**src/sv/rwa_pkg.sv**
```systemverilog
// Shared constants, types and codes for the rain window accumulator.
`default_nettype none

package rwa_pkg;

  localparam int CYCLE_SECONDS_DEF = 60;
  localparam int HOURS_KEPT_DEF    = 12;
  localparam int SECONDS_PER_HOUR  = 3600;

  localparam int TIME_W       = 32;
  localparam int PULSE_W      = 16;
  localparam int FACTOR_W     = 16;
  localparam int HOUR_OUT_W   = 22;
  // running sums are exact modulo 2^26, all that the outputs need
  localparam int SUM_W        = 26;
  localparam int CUR_AMT_W    = 32;
  localparam int HOUR_AMT_W   = 38;
  localparam int TWELVE_AMT_W = 42;

  localparam int PADDR_W = 3;
  localparam int PDATA_W = 32;

  localparam int Q_DEPTH = 2;

  typedef logic [PADDR_W-3:0] reg_idx_t;
  localparam reg_idx_t REG_RAIN_FACTOR = reg_idx_t'(0);

  localparam logic [FACTOR_W-1:0] RAIN_FACTOR_RST = 16'd655;
  localparam logic [PULSE_W-1:0]  PULSE_MAX       = '1;

  typedef enum logic {
    OP_PULSE = 1'b0,
    OP_TICK  = 1'b1
  } op_t;

  // one closed measurement cycle, handed from front to back
  typedef struct packed {
    logic [PULSE_W-1:0] cur_pulses;
    logic               store_hour;
  } cmd_t;

  // queue status seen by the front and back
  typedef struct packed {
    logic full;
    logic empty;
  } q_stat_t;

endpackage

`default_nettype wire

```
**src/sv/rwa_in_if.sv**
```systemverilog
// Input channel: pulse or time tick items.
`default_nettype none

interface rwa_in_if;
  logic                         valid;
  logic                         ready;
  logic                         op;
  logic [rwa_pkg::TIME_W-1:0]   time_now;

  modport source (output valid, op, time_now, input ready);
  modport sink   (input valid, op, time_now, output ready);
endinterface

`default_nettype wire

```
**src/sv/rwa_out_if.sv**
```systemverilog
// Output channel: rain report items.
`default_nettype none

interface rwa_out_if;
  logic                               valid;
  logic                               ready;
  logic [rwa_pkg::PULSE_W-1:0]        current_pulses;
  logic [rwa_pkg::HOUR_OUT_W-1:0]     hour_pulses;
  logic [rwa_pkg::SUM_W-1:0]          twelve_pulses;
  logic [rwa_pkg::CUR_AMT_W-1:0]      current_amount;
  logic [rwa_pkg::HOUR_AMT_W-1:0]     hour_amount;
  logic [rwa_pkg::TWELVE_AMT_W-1:0]   twelve_amount;

  modport source (output valid, current_pulses, hour_pulses, twelve_pulses,
                  current_amount, hour_amount, twelve_amount, input ready);
  modport sink   (input valid, current_pulses, hour_pulses, twelve_pulses,
                  current_amount, hour_amount, twelve_amount, output ready);
endinterface

`default_nettype wire

```
**src/sv/rwa_front.sv**
```systemverilog
// Front end: pulse counting, cycle and hour timing, command issue.
`default_nettype none

module rwa_front #(
  parameter int CYCLE_SECONDS = rwa_pkg::CYCLE_SECONDS_DEF
) (
  input  wire logic                        clk,
  input  wire logic                        rst,
  input  wire logic                        in_valid,
  output logic                             in_ready,
  input  wire logic                        in_op,
  input  wire logic [rwa_pkg::TIME_W-1:0]  in_time,
  input  wire rwa_pkg::q_stat_t            q_stat,
  output logic                             push_valid,
  output rwa_pkg::cmd_t                    push_cmd
);

  logic [rwa_pkg::PULSE_W-1:0] pending;
  logic [rwa_pkg::TIME_W-1:0]  next_cycle_time;
  logic [rwa_pkg::TIME_W-1:0]  next_hour_time;
  logic                        accept;
  logic                        is_tick;
  logic                        cycle_due;
  logic                        hour_due;

  assign in_ready  = !q_stat.full;
  assign accept    = in_valid && in_ready;
  assign is_tick   = (in_op == rwa_pkg::OP_TICK);
  assign cycle_due = (in_time >= next_cycle_time);
  assign hour_due  = (in_time >= next_hour_time);

  assign push_valid          = accept && is_tick && cycle_due;
  assign push_cmd.cur_pulses = pending;
  assign push_cmd.store_hour = hour_due;

  always_ff @(posedge clk) begin
    if (rst) begin
      pending         <= '0;
      next_cycle_time <= '0;
      next_hour_time  <= '0;
    end else if (accept) begin
      if (!is_tick) begin
        if (pending != rwa_pkg::PULSE_MAX) begin
          pending <= pending + 1'b1;
        end
      end else if (cycle_due) begin
        pending         <= '0;
        next_cycle_time <= in_time + rwa_pkg::TIME_W'(CYCLE_SECONDS);
        if (hour_due) begin
          next_hour_time <= in_time + rwa_pkg::TIME_W'(rwa_pkg::SECONDS_PER_HOUR);
        end
      end
    end
  end

endmodule

`default_nettype wire

```
**src/sv/rwa_queue.sv**
```systemverilog
// Short command queue between front and back.
`default_nettype none

module rwa_queue (
  input  wire logic              clk,
  input  wire logic              rst,
  input  wire logic              push_valid,
  input  wire rwa_pkg::cmd_t     push_cmd,
  output rwa_pkg::q_stat_t       q_stat,
  output rwa_pkg::cmd_t          pop_cmd,
  input  wire logic              pop
);

  localparam int PTR_W = (rwa_pkg::Q_DEPTH > 1) ? $clog2(rwa_pkg::Q_DEPTH) : 1;
  localparam int CNT_W = $clog2(rwa_pkg::Q_DEPTH + 1);
  localparam logic [PTR_W-1:0] LAST = PTR_W'(rwa_pkg::Q_DEPTH - 1);

  rwa_pkg::cmd_t    entries [rwa_pkg::Q_DEPTH];
  logic [PTR_W-1:0] wr_ptr;
  logic [PTR_W-1:0] rd_ptr;
  logic [CNT_W-1:0] count;
  logic             do_push;
  logic             do_pop;

  assign q_stat.full  = (count == CNT_W'(rwa_pkg::Q_DEPTH));
  assign q_stat.empty = (count == '0);
  assign pop_cmd      = entries[rd_ptr];
  assign do_push      = push_valid && !q_stat.full;
  assign do_pop       = pop && !q_stat.empty;

  always_ff @(posedge clk) begin
    if (do_push) begin
      entries[wr_ptr] <= push_cmd;
    end
  end

  always_ff @(posedge clk) begin
    if (rst) begin
      wr_ptr <= '0;
      rd_ptr <= '0;
      count  <= '0;
    end else begin
      if (do_push) begin
        wr_ptr <= (wr_ptr == LAST) ? '0 : wr_ptr + 1'b1;
      end
      if (do_pop) begin
        rd_ptr <= (rd_ptr == LAST) ? '0 : rd_ptr + 1'b1;
      end
      unique case ({do_push, do_pop})
        2'b10:   count <= count + 1'b1;
        2'b01:   count <= count - 1'b1;
        default: count <= count;
      endcase
    end
  end

endmodule

`default_nettype wire

```
**src/sv/rwa_back.sv**
```systemverilog
// Back end: hour and twelve-hour rings, running sums, scaling, output register.
`default_nettype none

module rwa_back #(
  parameter int SLOTS      = rwa_pkg::SECONDS_PER_HOUR / rwa_pkg::CYCLE_SECONDS_DEF,
  parameter int HOURS_KEPT = rwa_pkg::HOURS_KEPT_DEF
) (
  input  wire logic                          clk,
  input  wire logic                          rst,
  input  wire rwa_pkg::q_stat_t              q_stat,
  input  wire rwa_pkg::cmd_t                 cmd,
  output logic                               pop,
  input  wire logic [rwa_pkg::FACTOR_W-1:0]  rain_factor,
  output logic                               out_valid,
  input  wire logic                          out_ready,
  output logic [rwa_pkg::PULSE_W-1:0]        current_pulses,
  output logic [rwa_pkg::HOUR_OUT_W-1:0]     hour_pulses,
  output logic [rwa_pkg::SUM_W-1:0]          twelve_pulses,
  output logic [rwa_pkg::CUR_AMT_W-1:0]      current_amount,
  output logic [rwa_pkg::HOUR_AMT_W-1:0]     hour_amount,
  output logic [rwa_pkg::TWELVE_AMT_W-1:0]   twelve_amount
);

  localparam int HS_W = (SLOTS > 1) ? $clog2(SLOTS) : 1;
  localparam int TS_W = (HOURS_KEPT > 1) ? $clog2(HOURS_KEPT) : 1;
  localparam logic [HS_W-1:0] HOUR_LAST   = HS_W'(SLOTS - 1);
  localparam logic [TS_W-1:0] TWELVE_LAST = TS_W'(HOURS_KEPT - 1);
  localparam int SW = rwa_pkg::SUM_W;

  // hour ring
  logic [rwa_pkg::PULSE_W-1:0] hour_mem [SLOTS];
  logic [rwa_pkg::PULSE_W-1:0] hour_rd;
  logic [HS_W-1:0]             hour_slot;
  logic [HS_W-1:0]             hour_slot_next;
  logic                        hour_wrapped;
  logic [SW-1:0]               hour_total;
  logic [SW-1:0]               hour_old;
  logic [SW-1:0]               hour_new;

  // twelve-hour ring
  logic [SW-1:0]               twelve_mem [HOURS_KEPT];
  logic [SW-1:0]               twelve_rd;
  logic [TS_W-1:0]             twelve_slot;
  logic [TS_W-1:0]             twelve_slot_next;
  logic                        twelve_wrapped;
  logic [SW-1:0]               twelve_total;
  logic [SW-1:0]               twelve_old;
  logic [SW-1:0]               twelve_new;
  logic [SW-1:0]               twelve_sum;
  logic                        do_store;

  // sum stage
  logic                        b_valid;
  logic [rwa_pkg::PULSE_W-1:0] b_cur;
  logic [SW-1:0]               b_hour;
  logic [SW-1:0]               b_twelve;

  logic fire_a;
  logic load_c;
  logic b_ready;
  logic c_ready;

  assign c_ready = !out_valid || out_ready;
  assign b_ready = !b_valid || c_ready;
  assign fire_a  = !q_stat.empty && b_ready;
  assign pop     = fire_a;
  assign load_c  = b_valid && c_ready;

  // an entry not yet written since reset reads as zero
  assign hour_old   = hour_wrapped ? SW'(hour_rd) : '0;
  assign hour_new   = hour_total - hour_old + SW'(cmd.cur_pulses);
  assign twelve_old = twelve_wrapped ? twelve_rd : '0;
  assign twelve_sum = twelve_total + hour_new;
  assign twelve_new = twelve_total - twelve_old + hour_new;
  assign do_store   = fire_a && cmd.store_hour;

  always_comb begin
    hour_slot_next = hour_slot;
    if (fire_a) begin
      hour_slot_next = (hour_slot == HOUR_LAST) ? '0 : hour_slot + 1'b1;
    end
  end

  always_comb begin
    twelve_slot_next = twelve_slot;
    if (do_store) begin
      twelve_slot_next = (twelve_slot == TWELVE_LAST) ? '0 : twelve_slot + 1'b1;
    end
  end

  // ring memories: write the slot being closed, read ahead at the next slot
  always_ff @(posedge clk) begin
    if (fire_a) begin
      hour_mem[hour_slot] <= cmd.cur_pulses;
    end
    if (fire_a && (hour_slot_next == hour_slot)) begin
      hour_rd <= cmd.cur_pulses;
    end else begin
      hour_rd <= hour_mem[hour_slot_next];
    end
  end

  always_ff @(posedge clk) begin
    if (do_store) begin
      twelve_mem[twelve_slot] <= hour_new;
    end
    if (do_store && (twelve_slot_next == twelve_slot)) begin
      twelve_rd <= hour_new;
    end else begin
      twelve_rd <= twelve_mem[twelve_slot_next];
    end
  end

  always_ff @(posedge clk) begin
    if (rst) begin
      hour_slot      <= '0;
      hour_wrapped   <= 1'b0;
      hour_total     <= '0;
      twelve_slot    <= '0;
      twelve_wrapped <= 1'b0;
      twelve_total   <= '0;
      b_valid        <= 1'b0;
      out_valid      <= 1'b0;
    end else begin
      hour_slot   <= hour_slot_next;
      twelve_slot <= twelve_slot_next;
      if (fire_a) begin
        hour_total <= hour_new;
        if (hour_slot == HOUR_LAST) begin
          hour_wrapped <= 1'b1;
        end
      end
      if (do_store) begin
        twelve_total <= twelve_new;
        if (twelve_slot == TWELVE_LAST) begin
          twelve_wrapped <= 1'b1;
        end
      end
      b_valid   <= fire_a || (b_valid && !c_ready);
      out_valid <= load_c || (out_valid && !out_ready);
    end
  end

  always_ff @(posedge clk) begin
    if (fire_a) begin
      b_cur    <= cmd.cur_pulses;
      b_hour   <= hour_new;
      b_twelve <= twelve_sum;
    end
  end

  // scaling by the rain factor; products keep 16 fraction bits
  always_ff @(posedge clk) begin
    if (load_c) begin
      current_pulses <= b_cur;
      hour_pulses    <= b_hour[rwa_pkg::HOUR_OUT_W-1:0];
      twelve_pulses  <= b_twelve;
      current_amount <= rwa_pkg::CUR_AMT_W'(b_cur) * rwa_pkg::CUR_AMT_W'(rain_factor);
      hour_amount    <= rwa_pkg::HOUR_AMT_W'(b_hour[rwa_pkg::HOUR_OUT_W-1:0])
                        * rwa_pkg::HOUR_AMT_W'(rain_factor);
      twelve_amount  <= rwa_pkg::TWELVE_AMT_W'(b_twelve)
                        * rwa_pkg::TWELVE_AMT_W'(rain_factor);
    end
  end

endmodule

`default_nettype wire

```
**src/sv/rain_window_accumulator.sv**
```systemverilog
// Rain window accumulator: tipping-bucket pulse counter with hour and
// twelve-hour running sums. Each input item is either one pulse (op 0)
// or a time tick carrying the current time in seconds (op 1). Pulses
// saturate at 65535. A tick at or past the next cycle time closes the
// cycle: its count goes into the hour ring (3600/CYCLE_SECONDS slots)
// and one report item comes out with the current, rolling-hour and
// twelve-hour pulse counts and the same three scaled by rain_factor
// (16 fraction bits). When the tick is also at or past the next hour
// time, the rolling-hour total is stored in the HOURS_KEPT-deep ring
// after the report figures are formed. A tick before the cycle time and
// a pulse give no report. Times compare as plain unsigned 32-bit values
// and the next times wrap modulo 2^32.
// Throughput is one item per clock, pulses and ticks alike, with the
// queue and output register absorbing short output stalls; the pace is
// set by the hour ring memory, which takes one write and one look-ahead
// read per clock. A report passes from the closing tick through the
// queue, the ring update stage and the multiply and output register.
// No clearing pass follows reset: ring slots not yet written since
// reset read as zero. rain_factor sits at APB byte address 0, resets
// to 655 and should only be written while no report is pending.
`default_nettype none

module rain_window_accumulator #(
  parameter int CYCLE_SECONDS = rwa_pkg::CYCLE_SECONDS_DEF,
  parameter int HOURS_KEPT    = rwa_pkg::HOURS_KEPT_DEF
) (
  input  wire logic                          clk,
  input  wire logic                          rst,
  rwa_in_if.sink                             item_in,
  rwa_out_if.source                          result_out,
  input  wire logic                          psel,
  input  wire logic                          penable,
  input  wire logic                          pwrite,
  input  wire logic [rwa_pkg::PADDR_W-1:0]   paddr,
  input  wire logic [rwa_pkg::PDATA_W-1:0]   pwdata,
  output logic [rwa_pkg::PDATA_W-1:0]        prdata,
  output logic                               pready
);

  localparam int SLOTS = rwa_pkg::SECONDS_PER_HOUR / CYCLE_SECONDS;

  logic [rwa_pkg::FACTOR_W-1:0] rain_factor;
  rwa_pkg::reg_idx_t            reg_idx;
  logic                         cfg_write;

  rwa_pkg::q_stat_t q_stat;
  rwa_pkg::cmd_t    push_cmd;
  rwa_pkg::cmd_t    pop_cmd;
  logic             push_valid;
  logic             pop;

  // APB register: single word, zero wait states
  assign pready    = 1'b1;
  assign reg_idx   = paddr[rwa_pkg::PADDR_W-1:2];
  assign cfg_write = psel && penable && pwrite && pready;

  always_ff @(posedge clk) begin
    if (rst) begin
      rain_factor <= rwa_pkg::RAIN_FACTOR_RST;
    end else if (cfg_write && (reg_idx == rwa_pkg::REG_RAIN_FACTOR)) begin
      rain_factor <= pwdata[rwa_pkg::FACTOR_W-1:0];
    end
  end

  always_comb begin
    prdata = '0;
    if (reg_idx == rwa_pkg::REG_RAIN_FACTOR) begin
      prdata = rwa_pkg::PDATA_W'(rain_factor);
    end
  end

  // front: counts pulses, decides which ticks close a cycle or an hour
  rwa_front #(
    .CYCLE_SECONDS (CYCLE_SECONDS)
  ) u_front (
    .clk        (clk),
    .rst        (rst),
    .in_valid   (item_in.valid),
    .in_ready   (item_in.ready),
    .in_op      (item_in.op),
    .in_time    (item_in.time_now),
    .q_stat     (q_stat),
    .push_valid (push_valid),
    .push_cmd   (push_cmd)
  );

  rwa_queue u_queue (
    .clk        (clk),
    .rst        (rst),
    .push_valid (push_valid),
    .push_cmd   (push_cmd),
    .q_stat     (q_stat),
    .pop_cmd    (pop_cmd),
    .pop        (pop)
  );

  // back: ring updates, running totals, scaling and report register
  rwa_back #(
    .SLOTS      (SLOTS),
    .HOURS_KEPT (HOURS_KEPT)
  ) u_back (
    .clk            (clk),
    .rst            (rst),
    .q_stat         (q_stat),
    .cmd            (pop_cmd),
    .pop            (pop),
    .rain_factor    (rain_factor),
    .out_valid      (result_out.valid),
    .out_ready      (result_out.ready),
    .current_pulses (result_out.current_pulses),
    .hour_pulses    (result_out.hour_pulses),
    .twelve_pulses  (result_out.twelve_pulses),
    .current_amount (result_out.current_amount),
    .hour_amount    (result_out.hour_amount),
    .twelve_amount  (result_out.twelve_amount)
  );

endmodule

`default_nettype wire

```
**src/flat_wrapper.sv**
```systemverilog
// flat-port wrapper written by rule: the top's interface ports become plain ports
module rain_window_accumulator_flat 
#(
  parameter int CYCLE_SECONDS = rwa_pkg::CYCLE_SECONDS_DEF,
  parameter int HOURS_KEPT    = rwa_pkg::HOURS_KEPT_DEF
)
  (clk, rst, psel, penable, pwrite, paddr, pwdata, prdata, pready, item_in_valid, item_in_op, item_in_time_now, item_in_ready, result_out_valid, result_out_current_pulses, result_out_hour_pulses, result_out_twelve_pulses, result_out_current_amount, result_out_hour_amount, result_out_twelve_amount, result_out_ready);
  rwa_in_if item_in_i ();
  rwa_out_if result_out_i ();
  input  wire logic clk;
  input  wire logic rst;
  input  wire logic psel;
  input  wire logic penable;
  input  wire logic pwrite;
  input  wire logic [rwa_pkg::PADDR_W-1:0] paddr;
  input  wire logic [rwa_pkg::PDATA_W-1:0] pwdata;
  output logic [rwa_pkg::PDATA_W-1:0] prdata;
  output logic pready;
  input wire logic [$bits(item_in_i.valid)-1:0] item_in_valid;
  input wire logic [$bits(item_in_i.op)-1:0] item_in_op;
  input wire logic [$bits(item_in_i.time_now)-1:0] item_in_time_now;
  output wire logic [$bits(item_in_i.ready)-1:0] item_in_ready;
  output wire logic [$bits(result_out_i.valid)-1:0] result_out_valid;
  output wire logic [$bits(result_out_i.current_pulses)-1:0] result_out_current_pulses;
  output wire logic [$bits(result_out_i.hour_pulses)-1:0] result_out_hour_pulses;
  output wire logic [$bits(result_out_i.twelve_pulses)-1:0] result_out_twelve_pulses;
  output wire logic [$bits(result_out_i.current_amount)-1:0] result_out_current_amount;
  output wire logic [$bits(result_out_i.hour_amount)-1:0] result_out_hour_amount;
  output wire logic [$bits(result_out_i.twelve_amount)-1:0] result_out_twelve_amount;
  input wire logic [$bits(result_out_i.ready)-1:0] result_out_ready;
  assign item_in_i.valid = item_in_valid;
  assign item_in_i.op = item_in_op;
  assign item_in_i.time_now = item_in_time_now;
  assign item_in_ready = item_in_i.ready;
  assign result_out_valid = result_out_i.valid;
  assign result_out_current_pulses = result_out_i.current_pulses;
  assign result_out_hour_pulses = result_out_i.hour_pulses;
  assign result_out_twelve_pulses = result_out_i.twelve_pulses;
  assign result_out_current_amount = result_out_i.current_amount;
  assign result_out_hour_amount = result_out_i.hour_amount;
  assign result_out_twelve_amount = result_out_i.twelve_amount;
  assign result_out_i.ready = result_out_ready;
  rain_window_accumulator #(.CYCLE_SECONDS(CYCLE_SECONDS), .HOURS_KEPT(HOURS_KEPT)) u_core (.clk(clk), .rst(rst), .item_in(item_in_i), .result_out(result_out_i), .psel(psel), .penable(penable), .pwrite(pwrite), .paddr(paddr), .pwdata(pwdata), .prdata(prdata), .pready(pready));
endmodule
```
**config.mk**
```make
export PLATFORM = sky130hd
export DESIGN_NAME = rain_window_accumulator_flat
export DESIGN_NICKNAME = d
export VERILOG_FILES = /design/src/sv/rwa_pkg.sv /design/src/sv/rwa_in_if.sv /design/src/sv/rwa_out_if.sv /design/src/sv/rwa_front.sv /design/src/sv/rwa_queue.sv /design/src/sv/rwa_back.sv /design/src/sv/rain_window_accumulator.sv /design/src/flat_wrapper.sv
export SDC_FILE = /design/constraint.sdc
export NUM_CORES = 2
export LEC_CHECK = 0
export BUFFER_PORTS_ARGS = -buffer_cell sky130_fd_sc_hd__buf_2
export CAP_MARGIN = 5
export CORE_MARGIN = 10
export CORE_UTILIZATION = 58
export DETAILED_ROUTE_END_ITERATION = 12
export PLACE_DENSITY_LB_ADDON = 0.2
export REMOVE_ABC_BUFFERS = 1
export SETUP_SLACK_MARGIN = 0.02
export SLEW_MARGIN = 20
export SYNTH_ARGS = -nofsm -noshare
export SYNTH_HDL_FRONTEND = slang
export SYNTH_SLANG_ARGS = --single-unit
```
**constraint.sdc**
```tcl
create_clock -name clk -period 26 [get_ports clk]
set_input_delay 3.9 -clock clk [delete_from_list [all_inputs] [get_ports clk]]
set_output_delay 3.9 -clock clk [all_outputs]
set_load 0.05 [all_outputs]
```
# Word-level counts from Yosys, hierarchy flattened
# Memories as Yosys holds them, arrays and structs flattened. A register that Yosys moved wholly into a read port is not among the register bits.
# Index checks and enable logic that the tools add are counted.
[totals]
register_bits = 406
ram_bits = 1306
inputBits = 75
output_inout_bits = 211
word_cells = 106
mem_count = 3
[memory_table]
columns = ["memory", "depth", "word_bits", "rd", "rd_clocked_by_memory_dff", "wr", "line", "rtl"]
rows = [
  ["u_core.u_back.hour_mem", 60, 16, 1, 1, 1, "rwa_back.sv:31", "logic [rwa_pkg::PULSE_W-1:0] hour_mem [SLOTS];"],
  ["u_core.u_back.twelve_mem", 12, 26, 1, 1, 1, "rwa_back.sv:41", "logic [SW-1:0] twelve_mem [HOURS_KEPT];"],
  ["u_core.u_queue.entries", 2, 17, 1, 1, 1, "rwa_queue.sv:18", "rwa_pkg::cmd_t entries [rwa_pkg::Q_DEPTH];"],
]
[op_classes]
addsub = 14
multipliers = 3
n_lt_le_gt_ge = 2
eq_ne = 7
mux = 21
bitwise = 1
n_reduce_logical = 31
[ops]
columns = ["op", "n"]
rows = [
  ["$mux 16", 5],
  ["$ge 32x32->1", 2],
  ["$add 26x26->26", 2],
  ["$mul 26x16->42", 1],
  ["$mul 22x16->38", 1],
  ["$add 32x12->32 const B", 1],
  ["$add 32x6->32 const B", 1],
  ["$mul 16x16->32", 1],
  ["$add 26x16->26", 1],
  ["$mux 26", 1],
  ["$sub 26x16->26", 1],
  ["$sub 26x26->26", 1],
  ["$add 16x1->16 const B", 1],
  ["$ne 16x16->1 const B", 1],
  ["$logic_and 1x1->1", 13],
  ["$mux 6", 2],
  ["$mux 1", 10],
  ["$mux 4", 2],
  ["$add 6x1->6 const B", 1],
  ["$eq 6x6->1 const B", 1],
  ["$logic_not 1->1", 6],
  ["$reduce_and 3->1", 2],
  ["$add 4x1->4 const B", 1],
  ["$eq 2x2->1 const B", 2],
  ["other kinds (13)", 19],
]

# Logic depth before layout (Yosys ltp)
[depth]
depth_word = 8
ltp_mapped = 29

# Cells and area by module
# From an unflattened synthesis, not the netlist that was laid out.
[hier_totals]
cells_unflattened = 8426
area_unflattened_um2 = 105822.7
[modules_own_cells]
columns = ["mod", "instances", "cells_each", "area_each_um2", "seq_area_each_um2"]
rows = [
  ["rwa_back", 1, 7532, 97217.0, 47565.6],
  ["rwa_front", 1, 709, 6202.2, 1601.5],
  ["rwa_queue", 1, 79, 1446.4, 1121.1],
  ["rain_window_accumulator", 1, 106, 957.2, 320.3],
]

# Worst setup path after synthesis
# OpenSTA, ideal clock, no wires.
[synth_timing]
path_type = "in2reg"
from = "input port result_out_ready"
to = "register u_core.u_back.current_amount[0] (netlist name), enable pin"
setup_ns = 0.736
arrival_time_ns = 11.743
t_required_ns = 25.264
setup_slack_ns = 13.521
stages = 2
path_buffers = 0
path_cell_list = "nor2b_1 -> nor2b_1"
[synth_between]
elab_chain_cells = 2
[synth_lines]
columns = ["element", "line", "rtl"]
rows = [
  ["start: declaration", "flat_wrapper.sv:30", "input wire logic [$bits(result_out_i.ready)-1:0] result_out_ready;"],
  ["$logic_or 1x1->1", "rwa_back.sv:63", "assign c_ready = !out_valid || out_ready;"],
  ["$logic_and 1x1->1", "rwa_back.sv:67", "assign load_c = b_valid && c_ready;"],
  ["named net u_core.u_back.load_c", "rwa_back.sv:59", "logic load_c;"],
  ["end signal: assignment", "rwa_back.sv:158", "current_amount <= rwa_pkg::CUR_AMT_W'(b_cur) * rwa_pkg::CUR_AMT_W'(rain_factor);"],
  ["end: declaration", "rwa_back.sv:19", "output logic [rwa_pkg::CUR_AMT_W-1:0] current_amount,"],
]
# The timed path passes the listed nets, and every way through them passes these cells.
# A chain may end at the register's enable or synchronous reset.

# Worst setup path in the final report
[layout_timing]
from = "input port paddr[2] (netlist name)"
to = "output port prdata[12] (netlist name)"
[layout_between]
elab_chain_cells = 1
[layout_lines]
columns = ["element", "line", "rtl"]
rows = [
  ["start: declaration", "flat_wrapper.sv:15", "input wire logic [rwa_pkg::PADDR_W-1:0] paddr;"],
  ["$mux 16", "rain_window_accumulator.sv:67", "if (reg_idx == rwa_pkg::REG_RAIN_FACTOR) begin"],
  ["end: declaration", "flat_wrapper.sv:17", "output logic [rwa_pkg::PDATA_W-1:0] prdata;"],
]
# Every way passes these cells.

==> results.md <==
- The final period utilization is 0.3242.
- Walking the worst path, the cells encountered are buf_2 > nor2b_1 > buf_2.
- The detailed router finished its first iteration with 5044 violations.
- Of the cells placed in the final design, the portion with a size suffix greater than 1 is 0.1233.
- The end point of the worst hold path is u_core.u_back.hour_total[11].
- Setup repair after global routing left no endpoint under its margin.
- The average instance in the mapped netlist occupies 12.52 um2.
- The data required time of the worst path is 22100 ps.
- The root cell of the clock tree is clkbuf_16.
- The area inside the core boundary is 0.1790 mm2.
- Routability-driven placement finished with a final weighted congestion of 0.8682.
- During synthesis, Yosys emitted a total of 0 warnings.
- Measured on the finished design, the core utilization comes to 0.6403.
- The number of antenna violations at the first check in global routing came to 4.
- After global routing the overflow that remains totals 0.
- The chip width is roughly 440 um.
- The synthesized design spends more area on one cell type than any other, namely edfxtp_1.
- The arrival time at the worst endpoint is 4530 ps.
- The synthesis-stage register bit count is 1755.
- In this run, CTS created clock tree buffers numbering 177.
- The tool flagged a number of max-cap violations equal to 0.
- The kind of cell adding the most delay to the critical path is buffers and inverters.
- Summing over every cut layer, the via total after detailed routing is 64630.
- The post-CTS resize count is 0.
- In this run the remaining antenna-violating nets after routing total 0.
- The cell area that synthesis handed to floorplanning was roughly 0.10 mm2.
- On the worst path, the slowest cell contributes a delay of between 200 and 300 ps.
- In this run the vertical extent of the chip is 444.8 um.
- The endpoint of the most critical register-to-register path is u_core.u_back.twelve_amount[38].
- The clock reaches the later pin of the worst-skew pair after 840 ps.
- The type of the worst setup path is primary input to output port.
- The sequential element share of the synthesized area is 0.4836.
- The starting density of the core is 0.5846.
- The via count of the first global-routing pass is 68600.
- The worst setup path is captured at an output port.
- The number of enable flip-flop cells after synthesis is 1546.
- Counting stages on the worst path, the most repeated cell is buf_2.
- The launching point of the worst reg2reg path is u_core.rain_factor[12].
- The final setup violation count is 0.
- The register-to-register setup slack is around 18000 ps.
- Hold is met by 454.8 ps.
- The first detailed-routing pass ran for 6 iterations.
- Clock-pin slew was measured on the worst setup and hold paths at 60 ps.
- The post-layout minimum cycle time is 8428 ps.
- In this run the deepest clock path goes through 3 buffers.
- The number of distinct library cells after synthesis is 88.
- The most used flip-flop cell after synthesis is edfxtp_1.
- The pin slew with the least headroom to its limit is between 1000 and 1500 ps.
- The highest fanout seen on the critical path is 18.
- The post-synthesis async set-or-reset flop share is 0.
- Relative to the synthesized area, the layout overhead comes to 9.522%.
- The number of clock sinks seen by CTS is 1755.
- The top cell type's share of synthesized area is 0.4436.
- After detailed routing, the total wire length is 245900 um.
- The run finished with clean final reports.
- The setup skew after layout is 55.14 ps.
- The first global-routing pass estimated 387300 um of wire.
- The final critical-path setup slack is 17570 ps.
- The maximum frequency from static timing analysis is about 120 MHz.
- Synthesis produced 8361 cells.
- The number of nets at the end of the flow is 9930.
- The number of cell rows is roughly 160.
- The count of buffering cells on the critical path with inverters included is 2.
- Dividing the detail-routed wire length by the instance count gives 22.27 um.
- The CTS tree is yes.
- Once the clock tree was built, the setup fixing pass inserted 0 buffers.
- The floorplan step defined a die boundary enclosing 0.1978 mm2.
- During I/O placement, the number of pins put on the boundary was 286.
- Summed over all failing endpoints, the final setup total negative slack is 0 ps.
- The worst slew margin relative to its limit is 0.2234.
- The DRC violations left is 0.
- Prior to clock tree synthesis, the placed netlist has a worst setup slack of roughly 17000 ps.
- The count of hold-fix buffers inserted at cts is 0.
- The startpoint of the tightest hold check path is u_core.u_back.hour_total[11].
- In this run the worst hold path is classified as flip-flop to flip-flop.
- The count of cells along the worst register-to-register path is 23.
- Sorting the synthesized cells by area gives the leading types as edfxtp_1, fa_1, mux4_2, ha_1, nand2_1.
- The critical path launch point type is a primary input.
- The number of failing hold endpoints at the final stage came to 0.
- Along the worst hold path, the cell count comes to 2.
- The number of pins exceeding their max-slew limit in the final report is 0.
- The slowest library cell on the worst path is buf_2.
- In the routed layout, each cell is associated on average with a via count of roughly 5.9.
- The detailed placer's ending HPWL is about 160000 um.
- The number of H-tree levels is 4.
- Entering global routing, the biggest net connects between 100 and 150 pins.
- The count of buffers added on input and output ports is 250.
- In the global route stage, overall resource usage came out at 0.2501.
## worst max path at each step
stage,start,end,depth (start not counted)
after detailed placement,result_out_ready,u_core.u_back.hour_rd[9],14
after floorplan,result_out_ready,u_core.u_back.hour_rd[0],11
after CTS,paddr[2],prdata[12],3
final,paddr[2],prdata[12],3
after global placement,result_out_ready,u_core.u_back.hour_rd[9],14
after global routing,result_out_ready,u_core.u_back.hour_rd[9],14
## registers in the layout (all words and copies together) (netlist names), 26 cells and up, named ones only
| name | cells |
|---|---|
| u_core.u_back.hour_mem | 960 |
| u_core.u_queue.entries | 34 |
| u_core.u_back.twelve_mem | 312 |
| u_core.u_front.next_hour_time | 32 |
| u_core.u_back.twelve_rd | 26 |
| u_core.u_front.next_cycle_time | 32 |
| u_core.u_back.hour_total | 26 |
| u_core.u_back.twelve_amount | 42 |
| u_core.u_back.current_amount | 32 |
| u_core.u_back.b_twelve | 26 |
| u_core.u_back.hour_amount | 38 |
| u_core.u_back.twelve_total | 26 |
| u_core.u_back.twelve_pulses | 26 |
## through the flow
stage | cells | area (um2)
2_1_floorplan | 7963 | 102900
3_3_place_gp | 10700 | 108500
3_5_place_dp | 10700 | 108500
4_1_cts | 11040 | 114600
5_1_grt | 11040 | 114600
6_report | 11040 | 114600
## final cells by class
type                            instances  area [um2]
Fill cell                           13320       64390
Sequential cell                      1755       50630
Multi-Input combinational cell       5092       48460
Clock buffer                          229        4818
Inverter                             1116        4195
Tap cell                             2355        2947
Timing Repair Buffer                  386        2332
Clock inverter                        103        1219
Antenna cell                            3       7.507
## per-layer routing
metal | vias up | track usage | part of all wire | wire length [um]
met3 | 525 | 0.03668 | 0.066 | 16190
met5 | - | 0 | 0.000028 | 7
met4 | 2 | 0.09462 | 0.038 | 9425
met1 | 33080 | 0.3155 | 0.38 | 94330
met2 | 2406 | 0.4381 | 0.51 | 125900
li1 | 28620 | - | - | -
## cells in the final DEF (no fill, tap or decap), drive strengths merged, types with 24 or more instances in the layout
cell type / n
a211oi: 83
a21o: 112
a21oi: 278
a311oi: 71
and2: 455
and3: 74
buf: 386
clkbuf: 229
clkinv: 68
dfxtp: 209
edfxtp: 1546
fa: 848
ha: 479
inv: 1123
mux2i: 60
mux4: 272
nand2: 1227
nand2b: 24
nand3: 181
nand4: 27
nor2: 265
nor2b: 41
nor3: 33
o21ai: 120
o21bai: 27
xnor2: 161
xor2: 74
## cell families (layout without fill, tap and decap cells)
kind of cell | count (synthesis) | in the layout | synth area share
and+or+nand+nor | 2394 | 2394 | 0.1058
DFF | 1755 | 1755 | 0.4836
buffers and inverters | 1529 | 1834 | 0.05710
adders and majority gates | 1327 | 1327 | 0.2195
AOI/OAI and AO/OA | 784 | 784 | 0.04943
muxes | 335 | 335 | 0.06464
xor gates and xnor gates | 235 | 235 | 0.01985
other | 2 | 20 | 0.00007177
## synth_stat cells (7+ instances only)
cell / number
nor2_1: 264
nor2b_1: 41
nand3b_1: 13
a211oi_1: 80
nand4_1: 26
a211o_1: 7
o21ai_0: 109
buf_1: 24
or3_1: 13
o21bai_1: 26
mux2i_1: 59
ha_1: 479
o21a_1: 16
buf_4: 41
clkbuf_1: 292
nand3_1: 180
inv_1: 1116
and4_1: 9
and3_1: 74
edfxtp_1: 1546
xnor2_1: 160
or2_2: 8
a311oi_1: 71
nand2_1: 1226
nand2b_1: 24
a21o_1: 112
mux4_2: 272
nor3_1: 33
buf_2: 54
o21ai_1: 9
xor2_1: 74
dfxtp_1: 209
and2_1: 454
fa_1: 848
a31oi_1: 11
a21oi_1: 272
## worst min-delay path, cell delays in order (launching register included)
cell and delay (ps):
dfxtp_1 300, nand2_1 50, a21oi_1 50
Power is not shown: default switching activity piles up to over one toggle a cycle in this logic, so the estimate is an artifact.
